**config.mk**
```make
export PLATFORM = sky130hd
export DESIGN_NAME = bounded_deque_with_remove
export DESIGN_NICKNAME = d
export VERILOG_FILES = /design/src/hw/rtl/bdq_pkg.sv /design/src/hw/rtl/bounded_deque_with_remove.sv /design/src/hw/rtl/bdq_ram.sv /design/src/hw/rtl/bdq_ctrl.sv
export SDC_FILE = /design/constraint.sdc
export NUM_CORES = 2
export LEC_CHECK = 0
export BUFFER_PORTS_ARGS = -buffer_cell sky130_fd_sc_hd__buf_2
export CAP_MARGIN = 20
export CORE_ASPECT_RATIO = 0.6
export CORE_MARGIN = 2
export CORE_UTILIZATION = 50
export DETAILED_ROUTE_END_ITERATION = 12
export GPL_ROUTABILITY_DRIVEN = 0
export PLACE_DENSITY = 0.68
export REMOVE_ABC_BUFFERS = 1
export SLEW_MARGIN = 20
export SYNTH_ARGS = -nofsm -noshare
export SYNTH_HDL_FRONTEND = slang
export SYNTH_SLANG_ARGS = --single-unit
```
**constraint.sdc**
```tcl
create_clock -name clk -period 8.7 [get_ports clk]
set_clock_uncertainty 0.1 [all_clocks]
set_input_delay 2.61 -clock clk [delete_from_list [all_inputs] [get_ports clk]]
set_output_delay 2.61 -clock clk [all_outputs]
set_load 0.03 [all_outputs]
```
**src/hw/rtl/bdq_pkg.sv**
```systemverilog
// bdq_pkg: shared constants and types of the bounded deque
// no dependencies; used by bdq_ctrl and bounded_deque_with_remove
package bdq_pkg;

	// fixed widths of the transaction fields
	localparam int DATA_W  = 32;
	localparam int COUNT_W = 7;
	localparam int REQ_W   = 3;

	// defaults for the top level parameters
	localparam int CAPACITY_DEF    = 64;
	localparam int VALUE_WIDTH_DEF = 32;

	// request codes; the two codes above contains are no-ops
	typedef enum logic [REQ_W-1:0] {
		REQ_PUSH_FRONT = 3'd0,
		REQ_PUSH_BACK  = 3'd1,
		REQ_POP_FRONT  = 3'd2,
		REQ_POP_BACK   = 3'd3,
		REQ_REMOVE     = 3'd4,
		REQ_CONTAINS   = 3'd5
	} req_t;

	// one finished result, handed from the sequencer to the output register
	typedef struct packed {
		logic               ok;
		logic [DATA_W-1:0]  value;
		logic [COUNT_W-1:0] count;
		logic               overflow;
	} rsp_t;

endpackage

```
**src/hw/rtl/bounded_deque_with_remove.sv**
```systemverilog
// bounded_deque_with_remove: double-ended queue of CAPACITY words with remove and contains
// depends on bdq_pkg and bdq_ctrl (which holds bdq_ram)
//
//  channel   | signals                                   | flow
//  ----------+-------------------------------------------+----------------------------
//  request   | req_valid req_stall req_type data_value   | one transaction per request
//  response  | rsp_valid rsp_stall ok out_value          | one transaction per request
//            | count_now overflow                        |
//
// steps: a push writes in place, a pop reads one entry, contains and a miss walk the entries,
//   remove walks to the match and then shifts the entries behind it; the walk reads the ram one entry a cycle
// reset: arst_n clears the sequencer, front index and count; the store needs no clearing
// the response is held in an output register; while rsp_stall holds it, the next
//   result waits in the sequencer and req_stall stays high
module bounded_deque_with_remove #(
	parameter int CAPACITY    = bdq_pkg::CAPACITY_DEF,
	parameter int VALUE_WIDTH = bdq_pkg::VALUE_WIDTH_DEF
) (
	input  logic                         clk,
	input  logic                         arst_n,
	input  logic                         req_valid,
	output logic                         req_stall,
	input  logic [bdq_pkg::REQ_W-1:0]    req_type,
	input  logic [bdq_pkg::DATA_W-1:0]   data_value,
	output logic                         rsp_valid,
	input  logic                         rsp_stall,
	output logic                         ok,
	output logic [bdq_pkg::DATA_W-1:0]   out_value,
	output logic [bdq_pkg::COUNT_W-1:0]  count_now,
	output logic                         overflow
);

	logic ready, start, emit, rsp_free;
	logic rsp_valid_q;
	bdq_pkg::rsp_t res, rsp_q;

	// request handshake
	assign req_stall = !ready;
	assign start     = req_valid && ready;

	// output register is free when empty or being taken
	assign rsp_free = !rsp_valid_q || !rsp_stall;

	bdq_ctrl #(
		.CAPACITY    (CAPACITY),
		.VALUE_WIDTH (VALUE_WIDTH)
	) u_ctrl (
		.clk        (clk),
		.arst_n     (arst_n),
		.start      (start),
		.req_type   (req_type),
		.data_value (data_value),
		.rsp_free   (rsp_free),
		.ready      (ready),
		.emit       (emit),
		.res        (res)
	);

	// response valid
	always_ff @(posedge clk or negedge arst_n) begin
		if (!arst_n) begin
			rsp_valid_q <= 1'b0;
		end else if (emit) begin
			rsp_valid_q <= 1'b1;
		end else if (!rsp_stall) begin
			rsp_valid_q <= 1'b0;
		end
	end

	// response payload
	always_ff @(posedge clk) begin
		if (emit) begin
			rsp_q <= res;
		end
	end

	assign rsp_valid = rsp_valid_q;
	assign ok        = rsp_q.ok;
	assign out_value = rsp_q.value;
	assign count_now = rsp_q.count;
	assign overflow  = rsp_q.overflow;

endmodule

```
**src/hw/rtl/bdq_ram.sv**
```systemverilog
// bdq_ram: generic single-port-write, single-port-read ram with registered read
// no dependencies
module bdq_ram #(
	parameter int WIDTH = 32,
	parameter int DEPTH = 64
) (
	input  logic                     clk,
	input  logic                     we,
	input  logic [$clog2(DEPTH)-1:0] waddr,
	input  logic [WIDTH-1:0]         wdata,
	input  logic [$clog2(DEPTH)-1:0] raddr,
	output logic [WIDTH-1:0]         rdata
);

	logic [WIDTH-1:0] mem_q [DEPTH];

	// write port and registered read port
	always_ff @(posedge clk) begin
		if (we) begin
			mem_q[waddr] <= wdata;
		end
		rdata <= mem_q[raddr];
	end

endmodule

```
**src/hw/rtl/bdq_ctrl.sv**
```systemverilog
// bdq_ctrl: sequencer, pointer unit and compare unit of the bounded deque
// depends on bdq_pkg and bdq_ram
module bdq_ctrl #(
	parameter int CAPACITY    = bdq_pkg::CAPACITY_DEF,
	parameter int VALUE_WIDTH = bdq_pkg::VALUE_WIDTH_DEF
) (
	input  logic                       clk,
	input  logic                       arst_n,
	input  logic                       start,
	input  logic [bdq_pkg::REQ_W-1:0]  req_type,
	input  logic [bdq_pkg::DATA_W-1:0] data_value,
	input  logic                       rsp_free,
	output logic                       ready,
	output logic                       emit,
	output bdq_pkg::rsp_t              res
);

	localparam int IDX_W  = $clog2(CAPACITY);
	localparam int CNT_W  = $clog2(CAPACITY + 1);
	localparam int SUM_W  = IDX_W + 1;
	localparam int STEP_W = CNT_W + 1;
	localparam int EW     = (VALUE_WIDTH < bdq_pkg::DATA_W) ? VALUE_WIDTH : bdq_pkg::DATA_W;
	localparam logic [IDX_W-1:0] LAST_SLOT = IDX_W'(CAPACITY - 1);
	localparam logic [CNT_W-1:0] FULL_CNT  = CNT_W'(CAPACITY);

	typedef enum logic [5:0] {
		ST_IDLE  = 6'b000001,
		ST_EXEC  = 6'b000010,
		ST_POP   = 6'b000100,
		ST_SCAN  = 6'b001000,
		ST_SHIFT = 6'b010000,
		ST_DONE  = 6'b100000
	} state_t;

	state_t state_q, state_d;
	logic [bdq_pkg::REQ_W-1:0] kind_q;
	logic [EW-1:0] val_q;
	logic [IDX_W-1:0] front_q, front_d;
	logic [CNT_W-1:0] cnt_q, cnt_d, cnt_m1;
	logic [CNT_W-1:0] idx_q, idx_d;
	logic [IDX_W-1:0] rd_ptr_q, rd_ptr_d, wr_ptr_q, wr_ptr_d;
	logic ok_q, ok_d, ovf_q, ovf_d;
	logic [EW-1:0] taken_q, taken_d;

	logic we;
	logic [IDX_W-1:0] waddr, raddr;
	logic [EW-1:0] wdata, rdata;

	logic [IDX_W-1:0] inc_in, inc_out, front_dec, slot_off, slot_out;
	logic [SUM_W-1:0] slot_sum, slot_wrap;
	logic [STEP_W-1:0] step_sum;
	logic full, empty, at_end, hit;
	logic [bdq_pkg::DATA_W+EW-1:0] val_ext;
	logic [bdq_pkg::COUNT_W+CNT_W-1:0] cnt_ext;

	bdq_ram #(
		.WIDTH (EW),
		.DEPTH (CAPACITY)
	) u_ram (
		.clk   (clk),
		.we    (we),
		.waddr (waddr),
		.wdata (wdata),
		.raddr (raddr),
		.rdata (rdata)
	);

	// status of the store
	assign full   = (cnt_q == FULL_CNT);
	assign empty  = (cnt_q == '0);
	assign cnt_m1 = cnt_q - CNT_W'(1);

	// shared circular increment: front on a pop, read pointer on a walk
	assign inc_in  = (state_q == ST_POP) ? front_q : rd_ptr_q;
	assign inc_out = (inc_in == LAST_SLOT) ? '0 : inc_in + IDX_W'(1);

	// circular decrement of the front for a push at the front
	assign front_dec = (front_q == '0) ? LAST_SLOT : front_q - IDX_W'(1);

	// slot of the back end: front plus count, or plus count minus one
	assign slot_off  = (kind_q == bdq_pkg::REQ_PUSH_BACK) ? cnt_q[IDX_W-1:0]
	                                                      : cnt_m1[IDX_W-1:0];
	assign slot_sum  = {1'b0, front_q} + {1'b0, slot_off};
	assign slot_wrap = slot_sum - SUM_W'(CAPACITY);
	assign slot_out  = (slot_sum >= SUM_W'(CAPACITY)) ? slot_wrap[IDX_W-1:0]
	                                                  : slot_sum[IDX_W-1:0];

	// walk position test and value compare
	assign step_sum = {1'b0, idx_q}
		+ ((state_q == ST_SHIFT) ? STEP_W'(2) : STEP_W'(1));
	assign at_end   = (step_sum == {1'b0, cnt_q});
	assign hit      = (rdata == val_q);

	// sequencer
	always_comb begin
		state_d  = state_q;
		front_d  = front_q;
		cnt_d    = cnt_q;
		idx_d    = idx_q;
		rd_ptr_d = rd_ptr_q;
		wr_ptr_d = wr_ptr_q;
		ok_d     = ok_q;
		ovf_d    = ovf_q;
		taken_d  = taken_q;
		we       = 1'b0;
		waddr    = wr_ptr_q;
		wdata    = rdata;
		raddr    = inc_out;
		ready    = (state_q == ST_IDLE) || ((state_q == ST_DONE) && rsp_free);
		emit     = (state_q == ST_DONE) && rsp_free;

		case (state_q)
			ST_IDLE: begin
				if (start) begin
					state_d = ST_EXEC;
				end
			end
			ST_EXEC: begin
				ok_d    = 1'b0;
				ovf_d   = 1'b0;
				taken_d = '0;
				state_d = ST_DONE;
				case (kind_q)
					bdq_pkg::REQ_PUSH_FRONT: begin
						if (full) begin
							ovf_d = 1'b1;
						end else begin
							we      = 1'b1;
							waddr   = front_dec;
							wdata   = val_q;
							front_d = front_dec;
							cnt_d   = cnt_q + CNT_W'(1);
							ok_d    = 1'b1;
						end
					end
					bdq_pkg::REQ_PUSH_BACK: begin
						if (full) begin
							ovf_d = 1'b1;
						end else begin
							we    = 1'b1;
							waddr = slot_out;
							wdata = val_q;
							cnt_d = cnt_q + CNT_W'(1);
							ok_d  = 1'b1;
						end
					end
					bdq_pkg::REQ_POP_FRONT: begin
						if (!empty) begin
							raddr   = front_q;
							state_d = ST_POP;
						end
					end
					bdq_pkg::REQ_POP_BACK: begin
						if (!empty) begin
							raddr   = slot_out;
							state_d = ST_POP;
						end
					end
					bdq_pkg::REQ_REMOVE, bdq_pkg::REQ_CONTAINS: begin
						if (!empty) begin
							raddr    = front_q;
							rd_ptr_d = front_q;
							idx_d    = '0;
							state_d  = ST_SCAN;
						end
					end
					default: begin
					end
				endcase
			end
			ST_POP: begin
				taken_d = rdata;
				ok_d    = 1'b1;
				cnt_d   = cnt_m1;
				if (kind_q == bdq_pkg::REQ_POP_FRONT) begin
					front_d = inc_out;
				end
				state_d = ST_DONE;
			end
			ST_SCAN: begin
				if (hit) begin
					ok_d = 1'b1;
					if (kind_q == bdq_pkg::REQ_CONTAINS) begin
						state_d = ST_DONE;
					end else if (at_end) begin
						// match on the last entry: nothing to close up
						cnt_d   = cnt_m1;
						state_d = ST_DONE;
					end else begin
						wr_ptr_d = rd_ptr_q;
						rd_ptr_d = inc_out;
						state_d  = ST_SHIFT;
					end
				end else if (at_end) begin
					state_d = ST_DONE;
				end else begin
					rd_ptr_d = inc_out;
					idx_d    = idx_q + CNT_W'(1);
				end
			end
			ST_SHIFT: begin
				// move the entry behind the gap one place toward the front
				we       = 1'b1;
				waddr    = wr_ptr_q;
				wdata    = rdata;
				wr_ptr_d = rd_ptr_q;
				idx_d    = idx_q + CNT_W'(1);
				if (at_end) begin
					cnt_d   = cnt_m1;
					state_d = ST_DONE;
				end else begin
					rd_ptr_d = inc_out;
				end
			end
			ST_DONE: begin
				if (rsp_free) begin
					state_d = start ? ST_EXEC : ST_IDLE;
				end
			end
			default: begin
				state_d = ST_IDLE;
			end
		endcase
	end

	// control state
	always_ff @(posedge clk or negedge arst_n) begin
		if (!arst_n) begin
			state_q <= ST_IDLE;
			front_q <= '0;
			cnt_q   <= '0;
		end else begin
			state_q <= state_d;
			front_q <= front_d;
			cnt_q   <= cnt_d;
		end
	end

	// request and walk registers
	always_ff @(posedge clk) begin
		if (start) begin
			kind_q <= req_type;
			val_q  <= data_value[EW-1:0];
		end
		idx_q    <= idx_d;
		rd_ptr_q <= rd_ptr_d;
		wr_ptr_q <= wr_ptr_d;
		ok_q     <= ok_d;
		ovf_q    <= ovf_d;
		taken_q  <= taken_d;
	end

	// result of the finished transaction
	assign val_ext      = {{bdq_pkg::DATA_W{1'b0}}, taken_q};
	assign cnt_ext      = {{bdq_pkg::COUNT_W{1'b0}}, cnt_q};
	assign res.ok       = ok_q;
	assign res.value    = val_ext[bdq_pkg::DATA_W-1:0];
	assign res.count    = cnt_ext[bdq_pkg::COUNT_W-1:0];
	assign res.overflow = ovf_q;

endmodule

```
## Word level (Yosys, flattened, before mapping)

Memory sizes are Yosys's and may differ from the RTL's. A register that Yosys moved wholly into a read port is not among the register bits.
Index checks and enable logic that the tools add are counted.

| cells by class | value |
|---|---|
| add/sub/neg operators | 8 |
| reductions and logical operators | 26 |
| order comparisons | 1 |
| muxes and demuxes | 64 |
| equality and inequality tests | 29 |

Operators by type and width:

| cell | count |
|---|---|
| $mux 6 | 30 |
| $mux 32 | 3 |
| $pmux 32 s2 | 1 |
| $mux 7 | 9 |
| $pmux 6 s2 | 5 |
| $pmux 6 s6 | 1 |
| $eq 32x32->1 | 1 |
| $pmux 7 s4 | 1 |
| $pmux 7 s3 | 1 |
| $pmux 6 s3 | 1 |
| $ne 2x2->1 const B | 8 |
| $add 7x1->7 const B | 2 |
| $eq 6x6->1 const B | 2 |
| $reduce_and 4->1 | 3 |
| $sub 6x1->6 const B | 2 |
| $ne 2x1->1 const B | 5 |
| $reduce_and 5->1 | 2 |
| $add 7x8->8 | 1 |
| $eq 8x7->1 | 1 |
| $mux 1 | 8 |
| $add 6x6->7 | 1 |
| $eq 7x7->1 const B | 1 |
| $ge 7x7->1 const B | 1 |
| $logic_not 7->1 | 1 |
| 25 further kinds | 37 |

| word-level totals | value |
|---|---|
| word-level logic and storage cells | 145 |
| register bits | 149 |
| memories kept | 1 |
| bits in writable memories | 2,048 |
| input port bits | 39 |

Memory list:

| memory | depth | bits a word | read ports | clocked after memory_dff | write ports | RTL line | text |
|---|---|---|---|---|---|---|---|
| u_ctrl.u_ram.mem_q | 64 | 32 | 1 | 1 | 1 | bdq_ram.sv:15 | `logic [WIDTH-1:0] mem_q [DEPTH];` |

## Depth between registers and ports, before layout

| logic depth | value |
|---|---|
| depth after elaboration | 8 |
| depth in mapped cells | 23 |

## Cells and area by module

From an unflattened synthesis, not the netlist that was laid out.

| unflattened totals | value |
|---|---|
| cells, all modules | 4,202 |
| area, all modules | 86,563.0 um^2 |

Modules (own cells, without submodules):

| module | area each (um^2) | sequential area each (um^2) | cells each | instances |
|---|---|---|---|---|
| bdq_ram | 78,888.2 | 62,139.6 | 3,572 | 1 |
| bdq_ctrl | 6,397.4 | 3,119.2 | 584 | 1 |
| bounded_deque_with_remove | 1,277.5 | 1,256.2 | 46 | 1 |

## Worst setup path before layout

Ideal clock, no wire load.

| path | value |
|---|---|
| kind | in2out |
| start | input rsp_stall |
| end | output req_stall |
| cell stages on the path | 2 |
| slack | 628 ps |
| data arrival time | 5,362 ps |
| path buffers | 0 |
| cell sequence | a21oi_1 > nor2b_1 |

| between the ends | value |
|---|---|
| longest elaborated chain between the ends | 5 |

Ends and longest elaborated chain:

| item | RTL line | text |
|---|---|---|
| start: declaration | bounded_deque_with_remove.sv:26 | `input logic rsp_stall,` |
| $logic_not 1->1 | -- |  |
| $logic_or 1x1->1 | bounded_deque_with_remove.sv:42 | `assign rsp_free = !rsp_valid_q \|\| !rsp_stall;` |
| $logic_and 1x1->1 | bdq_ctrl.sv:109 | `ready = (state_q == ST_IDLE) \|\| ((state_q == ST_DONE) && rsp_free);` |
| $logic_or 1x1->1 | bdq_ctrl.sv:109 |  |
| $logic_not 1->1 | bounded_deque_with_remove.sv:38 | `assign req_stall = !ready;` |
| end: declaration | bounded_deque_with_remove.sv:22 | `output logic req_stall,` |

Every way passes these cells.

## Worst setup path after layout

| path | value |
|---|---|
| start | register u_ctrl.state_q[3] |
| end | register u_ctrl.u_ram.rdata[27] (read register of u_ctrl.u_ram.mem_q) |

| between the ends | value |
|---|---|
| longest elaborated chain between the ends | 7 |
| elaborated cells between the ends (all ways) | 10 |
| classes of those cells | add/sub (1); eq/ne (3); mux (6) |

Ends and longest elaborated chain:

| item | RTL line | text |
|---|---|---|
| start: declaration | bdq_ctrl.sv:35 | `state_t state_q, state_d;` |
| start signal: assignment | bdq_ctrl.sv:233 | `state_q <= state_d;` |
| $eq 6x3->1 | bdq_ctrl.sv:74 | `assign inc_in = (state_q == ST_POP) ? front_q : rd_ptr_q;` |
| $mux 6 | bdq_ctrl.sv:74 |  |
| $add 6x1->6 or $eq 6x6->1 (tied branches) | bdq_ctrl.sv:75 | `assign inc_out = (inc_in == LAST_SLOT) ? '0 : inc_in + IDX_W'(1);` |
| $mux 6 | bdq_ctrl.sv:75 |  |
| $mux 6 (on tied branches) | bdq_ctrl.sv:148, bdq_ctrl.sv:160, bdq_ctrl.sv:154 |  |
| $pmux 6 s2 | bdq_ctrl.sv:123 | `case (kind_q)` |
| $mux 6 (*) | bdq_ctrl.sv:112 | `case (state_q)` |
| end: declaration | bdq_ram.sv:12 | `output logic [WIDTH-1:0] rdata` |

Mark *: on every way between the ends. The rest lies on a longest branch, timed or not.
A chain may end at the register's enable or synchronous reset.

==> results.json <==
{
  "clock_sinks": 2229,
  "drtPass1Iterations": 7,
  "synth_most_common_cell": "edfxtp_1",
  "synth_edf_count": 2177,
  "cts_root_buf": "clkbuf_16",
  "power_leakage_nw": 32.9,
  "syn_to_final_growth_pct": 11.1,
  "num_vias": 55300,
  "drcViolationCount": 0,
  "ys_types": 77,
  "yosysWarnings": 0,
  "synth-seq-cells": 2229,
  "nNetsFinal": 6385,
  "final.setup.tns_ns": 0,
  "die_x_um": 546,
  "crit_path_top_delay_cell": "nor4_1",
  "insertion_delay_ns": 0.85,
  "cp.arrival_ns": 7.27,
  "cts_setup_buffers": 0,
  "grt_pass1_wl_mm": 357,
  "drtAntennaViolNets": 0,
  "wl_mm": 247,
  "path_class": "flop to flop",
  "ctsHoldBuffers": 0,
  "syn_avg_cell_area_um2": 14.0,
  "crit_chain": "nor4b_4 > buf_4 > nand2_1 > o21ai_0 > ha_1 > nand3_1 > nor4_4 > a211oi_1 > buf_4 > a21boi_4 > buf_12 > nand2_1 > nand3_1 > a21oi_1 > nor4_1 > or4_1",
  "hold_viol_final": 0,
  "rows": 119,
  "die_h_um": 329,
  "wl_per_cell_um": 28.0,
  "slowest_delay_ns": 1.04,
  "ios": 82,
  "crit_path_end_kind": "flop",
  "path_clk_slew_ns": 0.07,
  "timing.final.ws_setup_ns": 2.11,
  "dp_hpwl_mm": 139,
  "port_buffers": 81,
  "ys_top_cells_by_count": "edfxtp_1, nand2_1, nand3_1",
  "final_cell_area_um2": 98100,
  "synth-async-reset-ratio_pct": 0.897,
  "worst_slew_pin_slew_ns": 1.22,
  "synthFlopType": "edfxtp_1",
  "synth_seq_area_share_pct": 75.4,
  "finalCriticalPeriod_ns": 6.59,
  "grt-ovfl-total": 0,
  "finalCritPeriodShare_pct": 75.7,
  "dp.cells": 8494,
  "hold_class": "flop to flop",
  "max-cap-violations": 0,
  "grt_max_degree": 205,
  "crit_required_ns": 9.38,
  "clock_path_buffers": 4,
  "setup_violations": 0,
  "routed_via_density": 6.26,
  "netlist_area_um2": 88200,
  "post-synth-top-area-fraction_pct": 74.1,
  "outcome": "complete, no violations",
  "fmax_ghz": 0.152,
  "synth_cells": 6291,
  "rsz0062_at_grt": "false",
  "cp_num_buf_inv": 3,
  "tritoncts": "yes",
  "cts_made_buffers": 191,
  "dpl_cell_area_um2": 91900,
  "finalPower_mw": 28.9,
  "cpLargestDelayFamily": "simple AND/OR/NAND/NOR gates",
  "p_per_area_nw_per_um2": 295,
  "drive_gt1_share_pct": 10.5,
  "synth_top_area_cell": "edfxtp_1",
  "initial_core_util_pct": 50.3,
  "dieArea_um2": 180000,
  "postLayoutCoreUtil_pct": 55.9,
  "slew_violations": 0,
  "timing.hold.ws_ns": 0.313,
  "slew-limit-headroom_pct": 17.9,
  "grt_pass1_vias": 51200,
  "grt_antenna_before_repair": 7,
  "synth.area.top_cells": "edfxtp_1, nand2_1, nand3_1",
  "track_usage_pct": 27.0,
  "instances_no_fill": 8832,
  "drtIter0Drc": 9292,
  "fillers": 13700,
  "post_cts_resized": 0,
  "htree_levels": 4,
  "pre_cts_ws_ns": 2.36,
  "core_um2": 175000,
  "cp_max_fo": 204,
  "critPathLaunchType": "flop",
  "ir_drop_v": 0.000192
}
==> layout make-up <==
type | instances | area [um^2] | area share (%)
inverter | 23 | 86.3 | 0.0880
antenna | 1 | 2.50 | 0.00255
multi-input combinational | 3649 | 20500 | 21.0
sequential | 2229 | 66500 | 67.8
timing repair buffer | 234 | 1820 | 1.85
tap | 2359 | 2950 | 3.01
clock buffer | 244 | 5170 | 5.27
clock inverter | 93 | 971 | 0.990
==> where the power goes <==
| part | internal [mW] | switching, mW | leakage (nW) |
|---|---|---|---|
| sequential | 13.7 | 0.403 | 20.2 |
| combinational | 1.41 | 4.79 | 9.72 |
| clock | 4.79 | 3.82 | 3.00 |
==> layout by cell type (no fill, tap or decap), types with 33 or more instances in the layout <==
master,synthesis,final
buf_2,135,81
clkinv_1,1,33
a31oi_1,146,146
clkbuf_1,194,41
buf_4,21,132
edfxtp_1,2177,2177
o221ai_1,46,46
clkbuf_16,0,197
mux2i_1,240,239
nor2_4,1,51
nand4_1,103,103
and3_1,37,37
mux4_2,45,45
a32oi_1,53,53
nand2_1,1624,1590
nand3_1,813,813
nor3_1,71,55
xnor2_1,53,53
a21oi_1,90,89
==> routing by layer <==
layer	vias up	track usage (%)	share of wire (%)
met5	-	0	0.011
met4	4	6.96	2.6
met3	408	6.18	14
met2	3901	37.6	42
met1	27400	42.5	41
li1	23600	-	-
==> cells by family after synthesis <==
group / after synthesis / share of synthesized area (%)
compound gates: 457 / 3.57
xor+xnor: 67 / 0.665
fa+ha+maj: 18 / 0.272
buf+inv: 413 / 2.17
flops: 2229 / 75.4
mux: 289 / 3.92
simple gates: 2818 / 14.0
==> flip-flops by register name, summed over array words and instances (netlist names), 6 cells and up <==
signal              cells
u_ctrl.u_ram.mem_q   2048
out_value              32
u_ctrl.taken_q         32
u_ctrl.u_ram.rdata     32
u_ctrl.val_q           32
count_now               7
u_ctrl.cnt_q            7
u_ctrl.idx_q            7
u_ctrl.front_q          6
u_ctrl.rd_ptr_q         6
u_ctrl.state_q          6
u_ctrl.wr_ptr_q         6
==> worst register-to-register path: stages (launching register included) <==
cell      delay [ns]
dfrtp_1         0.48
nor4b_4         0.30
buf_4           0.42
nand2_1         0.58
o21ai_0         0.42
ha_1            0.29
nand3_1         0.26
nor4_4          0.42
a211oi_1        0.11
buf_4           0.23
a21boi_4        0.35
buf_12          0.60
nand2_1         0.48
nand3_1         0.13
a21oi_1         0.11
nor4_1          1.04
or4_1           0.23
==> final timing paths <==
check,slack (ns),startpoint,endpoint,cells past startpoint
min in group asynchronous,1.66,arst_n,rsp_valid,1
worst max register to register,2.11,u_ctrl.state_q[3],u_ctrl.u_ram.rdata[27],16
max in group asynchronous,6.47,arst_n,u_ctrl.cnt_q[5],1
worst min register to register,0.31,u_ctrl.taken_q[22],out_value[22],0
worst max-delay path,2.11,u_ctrl.state_q[3],u_ctrl.u_ram.rdata[27],16
worst min-delay path,0.31,u_ctrl.taken_q[22],out_value[22],0
Note: power is estimated with default switching activity, not from simulation.
